===== src/rtl/hgg_ram.sv =====
`timescale 1ns / 1ps
module hgg_ram #(
    parameter int WIDTH = 64,
    parameter int DEPTH = 16
) (
    input  logic                     clk,
    input  logic                     we,
    input  logic [$clog2(DEPTH)-1:0] waddr,
    input  logic [WIDTH-1:0]         wdata,
    input  logic [$clog2(DEPTH)-1:0] raddr,
    output logic [WIDTH-1:0]         rdata
);

    logic [WIDTH-1:0] mem [DEPTH];

    always_ff @(posedge clk)
    begin
        if (we)
        begin
            mem[waddr] <= wdata;
        end
        rdata <= mem[raddr];
    end

endmodule


===== config.mk =====
export PLATFORM = sky130hd
export DESIGN_NAME = hgg_ram
export DESIGN_NICKNAME = d
export VERILOG_FILES = /design/src/rtl/hgg_ram.sv
export SDC_FILE = /design/constraint.sdc
export NUM_CORES = 1
export LEC_CHECK = 0
export ABC_AREA = 1
export BUFFER_PORTS_ARGS = -buffer_cell sky130_fd_sc_hd__buf_2
export CAP_MARGIN = 20
export CORE_ASPECT_RATIO = 2
export CORE_MARGIN = 1.5
export CORE_UTILIZATION = 46
export DETAILED_ROUTE_END_ITERATION = 8
export PLACE_DENSITY = 0.63
export SYNTH_ARGS = -nofsm -noshare
export SYNTH_HDL_FRONTEND = slang
export SYNTH_SLANG_ARGS = --single-unit
export TNS_END_PERCENT = 50

===== constraint.sdc =====
create_clock -name clk -period 5.4 [get_ports clk]
set_clock_uncertainty 0.2 [all_clocks]
set_input_delay 0.27 -clock clk [delete_from_list [all_inputs] [get_ports clk]]
set_output_delay 0.27 -clock clk [all_outputs]
set_load 0.05 [all_outputs]

---- Word-level counts from Yosys, hierarchy flattened ----
Memory sizes are Yosys's and may differ from the RTL's. A register that Yosys moved wholly into a read port is not among the register bits.
Cells that the tools add are included.
word-level totals
  register bits after elaboration ......... 0
  memory bits (writable) .................. 1024
  bits of input ports ..................... 74
  output and inout port bits .............. 64
  logic and storage cells ................. 3
  memories kept ........................... 1
memories
  name  words  bits a word  rd ports  clocked after Yosys merged registers in  wr ports  RTL line  RTL
  mem   16     64           1         1                                        1         14        logic [WIDTH-1:0] mem [DEPTH];
cells by class
  muxes and demuxes ....................... 2
operators by type and width
  kind              number
  2-to-1 mux 1 bit  2

---- Logic depth before layout (Yosys ltp) ----
  word-level depth ........................ 2
  mapped depth ............................ 10
  depth with buffers taken out ............ 7

---- Worst setup path before layout ----
Ideal clock, no wire load.
  path type ............................... in2reg
  start ................................... input port waddr[2]
  end ..................................... memory mem[10][0] (enable)
  setup time .............................. 0.486 ns
  arrival time ............................ 3.162 ns
  data required time ...................... 4.714 ns
  path slack .............................. 1.551 ns
  stages .................................. 2
  buffers on the path ..................... 0
  path through ............................ nand3b_1 > nor2_1
RTL lines
  item                RTL line  RTL
  start: declaration  8         input logic [$clog2(DEPTH)-1:0] waddr,
  end: declaration    14
No word-level cell before the write port.

==> impl_results.md <==
* Count of cell types in the netlist at 15
* Iteration-0 DRC Markers at 2,357
* Area Growth Syn to Fin at 12.18%
* Inst Count DP at 5,484
* Syn nets at 4,284
* Gr busiest metal: met2
* M3 GR Usage at 3.066%
* CP delay by family, top: buffers and inverters
* Detailed-route DRC error count at 0
* Dpl hpwl at 52,670 um
* Final GP Congestion at 0.7514
* CP max stage cell: buf_4
* CP cell instances: dlygate4sd3_1 -> buf_6 -> inv_6 -> buf_4 -> nand3_1 -> nand3_1 -> nand2_1
* Port bufs at 137
* TritonCTS buffer count at 93
* Register Area at 0.03203 mm2
* # Post-CTS Setup Buffers at 0
* DIE AREA at 0.1005 mm2
* Design area at 0.05080 mm2
* GRT met1 Usage at 26.47%
* Std cell rows at 162
* Critical Path Start Type: input port
* Setup CP Type: in -> reg
* GR Util met2 at 40.78%
* Syn_area_per_cell at 10.76 um2
* Worst path bufs/invs at 4
* Fin crit share at 49.50%
* Synth top area share at 67.90%
* Clk_lat worst skew at 690 ps
* Total core area at 0.09750 mm2
* Pwr Density at 351.3 mW/mm2
* Slew HR at 28.48%
* Max Cap Viol at 0
* Crit path capture type: flop
* Leakage Power at 21.49 nW
* Yosys top cell by area: edfxtp_1
* First drt pass iteration count at 5
* Clock Tree Root: clkbuf_16
* Setup repair after global routing missed its margin: false
* Drt wl/cell at 19.33 um
* GRT Total Usage at 22.36%
* Ranking of synthesized cells by area: edfxtp_1 (68%), nand2_1 (11%), nand3_1 (8.5%), inv_1 (6.4%), dfxtp_1 (2.8%)
* Critical Path Most Common Cell: nand3_1
* Setup TNS at 0 ps
* H-Tree Depth at 3
* Worst-path clk slew at 70 ps
* Max Clock Freq at 0.3741 GHz
* Slew Limit Fails at 0
* Fin nets at 4,408
* First-pass GRT wire length at 168,100 um
* Required @ worst endpoint at 5780 ps
* Routed WL at 110,700 um
* Mapped Area at 0.04529 mm2
* Fillcell total at 8,347
* Worst vdd ir at 0.0002692 V
* Ratio of cells with drive above 1 in the final layout at 7.506%
* Seq cells post-synth at 1,088
* CP max stage delay at 880 ps
* Gr ovfl total at 0
* Vias in the first global route at 28,540
* Initial antenna violation count at 9
* Max Root-Sink Buffers at 3
* Post-synthesis sequential area ratio at 70.73%
* TritonCTS clock tree: done
* DRT antenna net count at 0
* Worst-margin pin slew at 1073 ps
* Final Hold Fails at 0
* Area after DPL at 0.04691 mm2
* Hold/Removal Path Class: in -> reg
* CTS sink count at 1,088
* Final setup fails at 0
* Effective utilization at floorplan at 46.45%
* Most frequent cells in the layout: nand2_1 (1,349), edfxtp_1 (1,024), inv_1 (770)
* Die Wd at 224.9 um
* I/O pin cnt at 138
* Min cycle time layout at 2673 ps
* Total power at 17.85 mW
* CP Max Fanout at 72
* Via count at 29,060
* Largest net degree at the start of global routing at 235
* Multi-input gate area at 0.009111 mm2
* Die Ht at 446.7 um
* Status: finished clean
* Commonest non-fill, non-tap cell in the layout: nand2_1
* Warnings, synthesis at 0
* CP arrival at 3050 ps
* Layout Cells excl Fill at 5,727
* Syn Inst Count at 4,210
* Hold slack at 121.5 ps
* Drt via density at 5.075
[logic make-up after synthesis]
family	share of synthesized area, %
flip-flops	70.73
buffers and inverters	9.416
AND/OR/NAND/NOR	19.85
[worst reg2reg max path, stage by stage (launching register included)]
cell           delay, ps
edfxtp_1             360
inv_1                 60
nand2_1               40
nand3_1              130
nand3_1               80
nand3_1              110
nand2_1               70
dlygate4sd3_1        550
[flip-flops by register name, summed over array words and instances, names as in the netlist]
name	flops
mem	1024
rdata	64
[timing repair]
action                      CTS  global route
hold buffers                 67             0
resized for setup             0             0
hold endpoints to repair   1063             0
setup endpoints to repair     0             0
[cell usage after synthesis]
cell type,count
buf_8,1
nand3b_1,2
buf_4,16
edfxtp_1,1024
buf_2,116
clkbuf_1,21
dfxtp_1,64
inv_6,1
inv_1,771
buf_6,46
nand3_1,769
inv_2,2
buf_1,11
nor2_1,17
nand2_1,1349
[power breakdown]
group,internal [mW],switching (mW),total [mW]
combinational,0.320,0.950,1.27
clock,4.09,2.99,7.08
sequential,9.43,0.0654,9.50
total,13.8,4.00,17.8
[area by class of cell]
type	count	area share [%]
diodes	5	0.02463
inverters	774	5.781
flip-flops and latches	1088	63.05
repair buffers	240	3.653
clock buffers	119	4.911
multi-input cells	2137	17.94
clock inverters	52	1.414
well taps	1312	3.231
[metal layers]
| metal | vias to the layer above | part of all wire (%) |
|---|---|---|
| met5 | - | 0.023 |
| met2 | 846 | 53 |
| li1 | 13820 | - |
| met4 | 4 | 3.0 |
| met3 | 220 | 5.4 |
| met1 | 14170 | 39 |
[metrics by stage]
stage / setup WS (ps) / util (%)
6_report: 2727 / 52.11
5_1_grt: 2557 / 52.11
4_1_cts: 2747 / 52.09
3_5_place_dp: 2430 / 48.11
3_3_place_gp: 2410 / 48.11
2_1_floorplan: 1551 / -
[path summary, 6_finish.rpt]
path | from | slack (ps) | end | depth (start not counted)
max | raddr[2] | 2730 | rdata[28] | 7
min | waddr[1] | 120 | mem[11][38] | 3
max reg2reg | mem[3][48] | 3690 | rdata[48] | 7
min reg2reg | mem[10][25] | 440 | rdata[25] | 6
No activity file was read; power rests on OpenSTA's default activity.
